## src/hw/rtl/mh2_pkg.sv

```systemverilog
// ----------------------------------------------------------------------------
// MurmurHash2 package
// Shared constants and the item record that passes from the front end to the
// back end.
// ----------------------------------------------------------------------------
package mh2_pkg;

	localparam logic [31:0] MIX_MUL     = 32'h5bd1e995;
	localparam int unsigned MIX_SHIFT   = 24;
	localparam int unsigned FIN_SHIFT_A = 13;
	localparam int unsigned FIN_SHIFT_B = 15;

	localparam int unsigned FIFO_DEPTH = 4;
	localparam int unsigned FIFO_AW    = $clog2(FIFO_DEPTH);
	localparam int unsigned FIFO_CW    = $clog2(FIFO_DEPTH + 1);

	localparam logic [1:0] KIND_NONE = 2'd0;
	localparam logic [1:0] KIND_FULL = 2'd1;
	localparam logic [1:0] KIND_TAIL = 2'd2;

	typedef logic [1:0] mh2_kind_t;

	typedef struct packed {
		mh2_kind_t   kind;
		logic [31:0] key;
		logic        first;
		logic        last;
		logic [31:0] length;
	} mh2_entry_t;

endpackage

```

## src/hw/rtl/mh2_if.sv

```systemverilog
// ----------------------------------------------------------------------------
// MurmurHash2 channels
// Valid/ready channels for message words and finished hashes.
// ----------------------------------------------------------------------------
interface mh2_in_if;
	logic        valid;
	logic        ready;
	logic [31:0] data_word;
	logic [2:0]  byte_count;
	logic        first_word;
	logic        last_word;
	logic [31:0] message_length;

	modport source (
		output valid, data_word, byte_count, first_word, last_word, message_length,
		input  ready
	);
	modport sink (
		input  valid, data_word, byte_count, first_word, last_word, message_length,
		output ready
	);
endinterface

interface mh2_out_if;
	logic        valid;
	logic        ready;
	logic [31:0] hash_value;

	modport source (
		output valid, hash_value,
		input  ready
	);
	modport sink (
		input  valid, hash_value,
		output ready
	);
endinterface

```

## src/hw/rtl/mh2_front.sv

```systemverilog
// ----------------------------------------------------------------------------
// MurmurHash2 front end
// Accepts words, classifies them as full, tail or empty, and mixes full keys
// in a three-stage pipeline.
// ----------------------------------------------------------------------------
module mh2_front (
	input  logic              clk,
	input  logic              arst_n,
	mh2_in_if.sink            in_ch,
	output mh2_pkg::mh2_entry_t push_entry,
	output logic              push_valid,
	input  logic              push_ready
);
	import mh2_pkg::*;

	logic       v_s1, v_s2, v_s3;
	mh2_entry_t e_s1, e_s2, e_s3;
	mh2_entry_t e_in, e2_next, e3_next;
	logic       en1, en2, en3;
	logic [31:0] mask;
	logic [31:0] key_mul;
	logic [31:0] key_mix;
	logic [31:0] key_fin;

	assign en3 = !v_s3 || push_ready;
	assign en2 = !v_s2 || en3;
	assign en1 = !v_s1 || en2;
	assign in_ch.ready = en1;

	always_comb begin
		case (in_ch.byte_count)
			3'd1: mask = 32'h0000_00ff;
			3'd2: mask = 32'h0000_ffff;
			3'd3: mask = 32'h00ff_ffff;
			default: mask = 32'hffff_ffff;
		endcase
		e_in.first  = in_ch.first_word;
		e_in.last   = in_ch.last_word;
		e_in.length = in_ch.message_length;
		e_in.key    = in_ch.data_word & mask;
		if (in_ch.byte_count[2]) begin
			e_in.kind = KIND_FULL;
		end else if (in_ch.byte_count != 3'd0) begin
			e_in.kind = KIND_TAIL;
		end else begin
			e_in.kind = KIND_NONE;
		end
	end

	assign key_mul = e_s1.key * MIX_MUL;
	always_comb begin
		e2_next = e_s1;
		if (e_s1.kind == KIND_FULL) begin
			e2_next.key = key_mul;
		end
	end

	assign key_mix = e_s2.key ^ (e_s2.key >> MIX_SHIFT);
	assign key_fin = key_mix * MIX_MUL;
	always_comb begin
		e3_next = e_s2;
		if (e_s2.kind == KIND_FULL) begin
			e3_next.key = key_fin;
		end
	end

	always_ff @(posedge clk or negedge arst_n) begin
		if (!arst_n) begin
			v_s1 <= 1'b0;
			v_s2 <= 1'b0;
			v_s3 <= 1'b0;
		end else begin
			if (en1) begin
				v_s1 <= in_ch.valid;
			end
			if (en2) begin
				v_s2 <= v_s1;
			end
			if (en3) begin
				v_s3 <= v_s2;
			end
		end
	end

	always_ff @(posedge clk) begin
		if (en1 && in_ch.valid) begin
			e_s1 <= e_in;
		end
		if (en2 && v_s1) begin
			e_s2 <= e2_next;
		end
		if (en3 && v_s2) begin
			e_s3 <= e3_next;
		end
	end

	assign push_valid = v_s3;
	assign push_entry = e_s3;

endmodule

```

## src/hw/rtl/mh2_fifo.sv

```systemverilog
// ----------------------------------------------------------------------------
// MurmurHash2 item queue
// Short queue that decouples the front end from the back end.
// ----------------------------------------------------------------------------
module mh2_fifo (
	input  logic                clk,
	input  logic                arst_n,
	input  mh2_pkg::mh2_entry_t push_entry,
	input  logic                push_valid,
	output logic                push_ready,
	output mh2_pkg::mh2_entry_t pop_entry,
	output logic                pop_valid,
	input  logic                pop_ready
);
	import mh2_pkg::*;

	mh2_entry_t         mem_q [FIFO_DEPTH];
	logic [FIFO_AW-1:0] wr_ptr_q, rd_ptr_q;
	logic [FIFO_CW-1:0] count_q;
	logic               push_fire, pop_fire;

	assign push_ready = (count_q != FIFO_CW'(FIFO_DEPTH));
	assign pop_valid  = (count_q != FIFO_CW'(0));
	assign push_fire  = push_valid && push_ready;
	assign pop_fire   = pop_valid && pop_ready;
	assign pop_entry  = mem_q[rd_ptr_q];

	always_ff @(posedge clk or negedge arst_n) begin
		if (!arst_n) begin
			wr_ptr_q <= '0;
			rd_ptr_q <= '0;
			count_q  <= '0;
		end else begin
			if (push_fire) begin
				wr_ptr_q <= wr_ptr_q + FIFO_AW'(1);
			end
			if (pop_fire) begin
				rd_ptr_q <= rd_ptr_q + FIFO_AW'(1);
			end
			if (push_fire && !pop_fire) begin
				count_q <= count_q + FIFO_CW'(1);
			end else if (pop_fire && !push_fire) begin
				count_q <= count_q - FIFO_CW'(1);
			end
		end
	end

	always_ff @(posedge clk) begin
		if (push_fire) begin
			mem_q[wr_ptr_q] <= push_entry;
		end
	end

`ifndef SYNTH
	a_count_bound: assert property (@(posedge clk) disable iff (!arst_n)
		count_q <= FIFO_CW'(FIFO_DEPTH))
		else $error("Queue count exceeds its depth.");
	a_count_up: assert property (@(posedge clk) disable iff (!arst_n)
		(push_fire && !pop_fire) |=> (count_q == $past(count_q) + FIFO_CW'(1)))
		else $error("Queue count did not follow a lone push.");
`endif

endmodule

```

## src/hw/rtl/mh2_back.sv

```systemverilog
// ----------------------------------------------------------------------------
// MurmurHash2 back end
// Runs the hash recurrence on queued items and the final avalanche, sharing
// one multiplier, and holds the finished hash in an output register.
// ----------------------------------------------------------------------------
module mh2_back (
	input  logic                clk,
	input  logic                arst_n,
	input  logic [31:0]         hash_seed,
	input  mh2_pkg::mh2_entry_t pop_entry,
	input  logic                pop_valid,
	output logic                pop_ready,
	mh2_out_if.source           out_ch
);
	import mh2_pkg::*;

	localparam logic [1:0] ST_RUN  = 2'd0;
	localparam logic [1:0] ST_AVAL = 2'd1;
	localparam logic [1:0] ST_FIN  = 2'd2;

	logic [1:0]  state_q;
	logic [31:0] hash_q;
	logic [31:0] aval_q;
	logic [31:0] out_hash_q;
	logic        out_valid_q;
	logic [31:0] h0, mul_a, mul_p, h_new;
	logic        fin_load;

	assign pop_ready = (state_q == ST_RUN);
	assign h0 = pop_entry.first ? (hash_seed ^ pop_entry.length) : hash_q;

	always_comb begin
		case (state_q)
			ST_AVAL: mul_a = hash_q ^ (hash_q >> FIN_SHIFT_A);
			default: mul_a = (pop_entry.kind == KIND_TAIL) ? (h0 ^ pop_entry.key) : h0;
		endcase
	end

	assign mul_p = mul_a * MIX_MUL;

	always_comb begin
		case (pop_entry.kind)
			KIND_FULL: h_new = mul_p ^ pop_entry.key;
			KIND_TAIL: h_new = mul_p;
			default:   h_new = h0;
		endcase
	end

	assign fin_load = (state_q == ST_FIN) && (!out_valid_q || out_ch.ready);

	always_ff @(posedge clk or negedge arst_n) begin
		if (!arst_n) begin
			state_q     <= ST_RUN;
			hash_q      <= '0;
			out_valid_q <= 1'b0;
		end else begin
			if (fin_load) begin
				out_valid_q <= 1'b1;
			end else if (out_ch.ready) begin
				out_valid_q <= 1'b0;
			end
			case (state_q)
				ST_RUN: begin
					if (pop_valid) begin
						hash_q <= h_new;
						if (pop_entry.last) begin
							state_q <= ST_AVAL;
						end
					end
				end
				ST_AVAL: begin
					state_q <= ST_FIN;
				end
				ST_FIN: begin
					if (fin_load) begin
						state_q <= ST_RUN;
					end
				end
				default: begin
					state_q <= ST_RUN;
				end
			endcase
		end
	end

	always_ff @(posedge clk) begin
		if (state_q == ST_AVAL) begin
			aval_q <= mul_p;
		end
		if (fin_load) begin
			out_hash_q <= aval_q ^ (aval_q >> FIN_SHIFT_B);
		end
	end

	assign out_ch.valid      = out_valid_q;
	assign out_ch.hash_value = out_hash_q;

`ifndef SYNTH
	a_aval_to_fin: assert property (@(posedge clk) disable iff (!arst_n)
		(state_q == ST_AVAL) |=> (state_q == ST_FIN))
		else $error("Avalanche step was not followed by the finish step.");
	a_out_from_fin: assert property (@(posedge clk) disable iff (!arst_n)
		$rose(out_valid_q) |-> $past(state_q == ST_FIN))
		else $error("A hash was presented without passing the finish step.");
`endif

endmodule

```

## src/hw/rtl/murmur2_hash_32_unit.sv

```systemverilog
// ----------------------------------------------------------------------------
// MurmurHash2 32-bit hash unit
// Streams little-endian message words and returns the 32-bit hash of each
// message on its last word.
// ----------------------------------------------------------------------------
// A message word is taken every cycle while the internal queue has room. Key
// mixing runs in a three-stage front pipeline; in its run state the back end
// folds one word per cycle into the running hash through its single shared
// multiplier. After the last word of a message it runs the avalanche step,
// then the finish step, which loads the hash into the output register, and
// takes no new word until then. The user writes the seed through cfg_wr_en
// and cfg_wr_data while the unit is idle; the unit does not enforce this.
module murmur2_hash_32_unit (
	input  logic        clk,
	input  logic        arst_n,
	input  logic        cfg_wr_en,
	input  logic [31:0] cfg_wr_data,
	mh2_in_if.sink      in_ch,
	mh2_out_if.source   out_ch
);
	import mh2_pkg::*;

	logic [31:0] hash_seed_q;
	mh2_entry_t  push_entry, pop_entry;
	logic        push_valid, push_ready;
	logic        pop_valid, pop_ready;

	always_ff @(posedge clk or negedge arst_n) begin
		if (!arst_n) begin
			hash_seed_q <= '0;
		end else if (cfg_wr_en) begin
			hash_seed_q <= cfg_wr_data;
		end
	end

	mh2_front u_front (
		.clk        (clk),
		.arst_n     (arst_n),
		.in_ch      (in_ch),
		.push_entry (push_entry),
		.push_valid (push_valid),
		.push_ready (push_ready)
	);

	mh2_fifo u_fifo (
		.clk        (clk),
		.arst_n     (arst_n),
		.push_entry (push_entry),
		.push_valid (push_valid),
		.push_ready (push_ready),
		.pop_entry  (pop_entry),
		.pop_valid  (pop_valid),
		.pop_ready  (pop_ready)
	);

	mh2_back u_back (
		.clk       (clk),
		.arst_n    (arst_n),
		.hash_seed (hash_seed_q),
		.pop_entry (pop_entry),
		.pop_valid (pop_valid),
		.pop_ready (pop_ready),
		.out_ch    (out_ch)
	);

endmodule
```

## src/flat_wrapper.sv

```systemverilog
// flat-port wrapper written by rule: the top's interface ports become plain ports
module murmur2_hash_32_unit_flat import mh2_pkg::*;
  (clk, arst_n, cfg_wr_en, cfg_wr_data, in_ch_valid, in_ch_data_word, in_ch_byte_count, in_ch_first_word, in_ch_last_word, in_ch_message_length, in_ch_ready, out_ch_valid, out_ch_hash_value, out_ch_ready);
  mh2_in_if in_ch_i ();
  mh2_out_if out_ch_i ();
  input  logic clk;
  input  logic arst_n;
  input  logic cfg_wr_en;
  input  logic [31:0] cfg_wr_data;
  input wire logic [$bits(in_ch_i.valid)-1:0] in_ch_valid;
  input wire logic [$bits(in_ch_i.data_word)-1:0] in_ch_data_word;
  input wire logic [$bits(in_ch_i.byte_count)-1:0] in_ch_byte_count;
  input wire logic [$bits(in_ch_i.first_word)-1:0] in_ch_first_word;
  input wire logic [$bits(in_ch_i.last_word)-1:0] in_ch_last_word;
  input wire logic [$bits(in_ch_i.message_length)-1:0] in_ch_message_length;
  output wire logic [$bits(in_ch_i.ready)-1:0] in_ch_ready;
  output wire logic [$bits(out_ch_i.valid)-1:0] out_ch_valid;
  output wire logic [$bits(out_ch_i.hash_value)-1:0] out_ch_hash_value;
  input wire logic [$bits(out_ch_i.ready)-1:0] out_ch_ready;
  assign in_ch_i.valid = in_ch_valid;
  assign in_ch_i.data_word = in_ch_data_word;
  assign in_ch_i.byte_count = in_ch_byte_count;
  assign in_ch_i.first_word = in_ch_first_word;
  assign in_ch_i.last_word = in_ch_last_word;
  assign in_ch_i.message_length = in_ch_message_length;
  assign in_ch_ready = in_ch_i.ready;
  assign out_ch_valid = out_ch_i.valid;
  assign out_ch_hash_value = out_ch_i.hash_value;
  assign out_ch_i.ready = out_ch_ready;
  murmur2_hash_32_unit u_core (.clk(clk), .arst_n(arst_n), .cfg_wr_en(cfg_wr_en), .cfg_wr_data(cfg_wr_data), .in_ch(in_ch_i), .out_ch(out_ch_i));
endmodule
```

## config.mk

```make
export PLATFORM = sky130hd
export DESIGN_NAME = murmur2_hash_32_unit_flat
export DESIGN_NICKNAME = d
export VERILOG_FILES = /design/src/hw/rtl/mh2_pkg.sv /design/src/hw/rtl/mh2_if.sv /design/src/hw/rtl/mh2_front.sv /design/src/hw/rtl/mh2_fifo.sv /design/src/hw/rtl/mh2_back.sv /design/src/hw/rtl/murmur2_hash_32_unit.sv /design/src/flat_wrapper.sv
export SDC_FILE = /design/constraint.sdc
export NUM_CORES = 2
export LEC_CHECK = 0
export BUFFER_PORTS_ARGS = -buffer_cell sky130_fd_sc_hd__buf_2
export CAP_MARGIN = 15
export CORE_UTILIZATION = 30
export DETAILED_ROUTE_END_ITERATION = 10
export HOLD_SLACK_MARGIN = 0.1
export PLACE_DENSITY = 0.54
export SLEW_MARGIN = 15
export SYNTH_ARGS = -nofsm -noshare
export SYNTH_HDL_FRONTEND = slang
export SYNTH_SLANG_ARGS = --single-unit
```

## constraint.sdc

```tcl
create_clock -name clk -period 28.5 [get_ports clk]
set_input_delay 1.425 -clock clk [delete_from_list [all_inputs] [get_ports clk]]
set_output_delay 1.425 -clock clk [all_outputs]
set_load 0.02 [all_outputs]
```

==> metrics <==
Synth top area share=0.321; top area cells in the synthesized netlist=edfxtp_1, fa_1, ha_1; Final Hold Slack=0.413 ns; nets=5651; Post-Syn Area per Cell=12.1 sq um; post-route antenna net violation count=0; vias post-DR=29.9k; share of layout cells above drive strength 1=0.103; count of final hold-check violations=0; clock root buffer=clkbuf_16; initial cell density of the core=0.302; yosys warns=0; Design Area, Final=0.0566 sq mm; Main synth FF type=edfxtp_1; worst-case clock buffer depth=3; Netlist Area Pre-Place=0.0506 sq mm; first-pass GRT wire length=195000 microns; CTS buffer count=69; post-synth net total=around 5.5k; # rows=150; largest net degree at the start of global routing=68; Initial DRC Count=1723; register area share after synthesis=0.359; Least-Margin Pin Slew=1.06 ns; clk slew on worst S/H paths=about 0.060 ns; max cap viols=0; Synth area leader=edfxtp_1; Post-CTS Setup Inserts=0; ANT cells=0; full die area=0.170 sq mm; EDFF count, synth=540; max incr delay on CP=a little over 0.6 ns; fin worst setup slack=18.19 ns; Hold Crit Class=flip-flop to flip-flop; GP Congestion=0.887; flip-flop and latch count after synthesis=617; Final min period=between 10 and 15 ns; final number of setup-violating endpoints=0; post-CTS sizing=0; Die Y=between 400 and 500 microns; Worst Setup End Kind=flip-flop; setup_tns=0 ns; count of cell types in the netlist=78; Setup CP Type=flip-flop to flip-flop; gr usage total=0.154; number of global-route vias before repair=31.4k; clock latency on the worst-skew pair=0.67 ns; Final Slew Violations=0; DP Worst Slack=18.15 ns; core area=approximately 0.17 sq mm; initial antenna violation count=9; Hold Buf Count CTS=0; htree depth=3; CP max stage cell=buf_4; WL per Instance=~20 microns; slew margin rel.=0.287; via density per instance=4.51; synthesized instance count=4163; RSZ-0062 raised after global routing=no; total I/O pin count=140; Post-synth ARST share=0.125; placed cell area=0.0542 sq mm; fin crit share=0.362; CTS sink count=slightly above 600; P&R area growth vs syn=12.0%; hpwl dp=102000 microns; DRC errors left=0; CP max FO=67; CTS tree=yes; CP required=between 20 and 30 ns; IO buf count=139; status=complete, no violations; clock skew=0.0513 ns; Worst Path Arrival=10.80 ns; fmax=97.0 MHz; routed wire length=129000 microns; DRT Pass-1 Iters=5; GR Overflow Total=0; Horiz. Die Dim=413 microns; Worst setup SP type=flip-flop
## placed cells by master, fill, tap and decap left out, types with 7 or more instances in the layout
| master | Yosys | layout |
|---|---|---|
| edfxtp_1 | 540 | 540 |
| xor2_1 | 112 | 112 |
| nand2b_1 | 18 | 17 |
| mux2_2 | 33 | 33 |
| ha_1 | 645 | 643 |
| mux4_2 | 68 | 68 |
| a31oi_1 | 14 | 14 |
| nand2_1 | 178 | 178 |
| fa_1 | 537 | 537 |
| a211oi_1 | 20 | 20 |
| bufinv_16 | 0 | 9 |
| nor3_1 | 13 | 12 |
| nor2_1 | 95 | 95 |
| and3_1 | 8 | 8 |
| o22ai_1 | 16 | 16 |
| a221oi_1 | 23 | 23 |
| a21o_1 | 47 | 47 |
| buf_2 | 11 | 138 |
| clkbuf_1 | 41 | 12 |
| o21ai_0 | 99 | 96 |
| inv_1 | 1028 | 1027 |
| nand3_1 | 18 | 18 |
| clkbuf_16 | 0 | 71 |
| o21bai_1 | 13 | 13 |
| buf_4 | 3 | 61 |
| nor2b_1 | 28 | 26 |
| or2_2 | 7 | 7 |
| and2_1 | 26 | 20 |
| a21oi_1 | 118 | 117 |
| xnor2_1 | 201 | 201 |
| clkinv_2 | 0 | 12 |
| o21a_1 | 7 | 7 |
| dfrtp_1 | 77 | 75 |
## layer usage
layer	vias up	track usage	part of all wire
met5	-	0	0.00010
met4	2	0.0388	0.024
met3	137	0.0173	0.034
met2	534	0.269	0.50
met1	15100	0.202	0.44
li1	14100	-	-
## worst paths after layout
check	start	to	slack [ns]	cells past startpoint
min in group asynchronous	arst_n	u_core.hash_seed_q[27]	0.72	1
min	u_core.u_front.e3_next[20]	u_core.u_front.push_entry[20]	0.41	0
max	u_core.u_fifo.rd_ptr_q[0]	u_core.u_back.hash_q[31]	18.19	31
max reg2reg	u_core.u_fifo.rd_ptr_q[0]	u_core.u_back.hash_q[31]	18.19	31
min reg2reg	u_core.u_front.e3_next[20]	u_core.u_front.push_entry[20]	0.41	0
max in group asynchronous	arst_n	u_core.u_fifo.rd_ptr_q[0]	26.61	2
## logic make-up (layout without fill, tap and decap cells)
family / after synthesis / after routing / share of synthesized area
xor gates and xnor gates: 320 / 320 / 0.0570
DFF: 617 / 617 / 0.359
muxes: 104 / 104 / 0.0382
AOI/OAI and AO/OA: 424 / 424 / 0.0536
and+or+nand+nor: 416 / 416 / 0.0378
buffers and inverters: 1100 / 1356 / 0.0826
adders and majority gates: 1182 / 1182 / 0.372
## critical path: cells and delay by family (launching register included)
kind	cells	cell delay, ns
xor+xnor	10	2.34
buf+inv	4	1.31
mux	1	0.61
simple gates	2	0.56
compound gates	5	1.15
flops	1	0.41
fa+ha+maj	9	3.70
## cell type report
class	count	area [sq um]
clock buffer	88	1890
clock inverter	39	522
fill	16700	111000
inverter	1030	3870
multi-input combinational	2446	28300
sequential	617	18100
tap	2204	2760
timing repair buffer	199	1150
## cells in the mapped netlist (all sizes together) (6+ instances only)
master     n
clkbuf    41
nor3      13
nor3b      6
ha       645
nor2b     28
xor2     112
xnor2    204
nand2    178
a211oi    21
buf       29
a311oi     6
o21bai    13
nor2      95
a31oi     14
o21a       7
edfxtp   540
a21o      47
dfrtp     77
a21oi    121
inv     1030
mux4      68
a221oi    24
mux2      33
nand2b    18
nand3     18
and2      26
and3       8
fa       537
or2        7
o21ai    102
o22ai     16
## state kept, by name, summed over array words and instances (netlist names), 36 cells and up
| register | cells |
|---|---|
| u_core.u_front.push_entry | 68 |
| u_core.u_front.e3_next | 36 |
| u_core.u_fifo.mem_q | 272 |
| u_core.u_front.e2_next | 36 |
## stage by stage
stage                      util  std cells
after floorplan               -       4163
after global placement    0.324       6496
after detailed placement  0.324       6496
after CTS                 0.339       6623
after global routing      0.339       6623
final                     0.339       6623
Power is left out: the tool's default activity adds up to more than one toggle a clock period on the data nets, which glitch-free logic cannot reach.
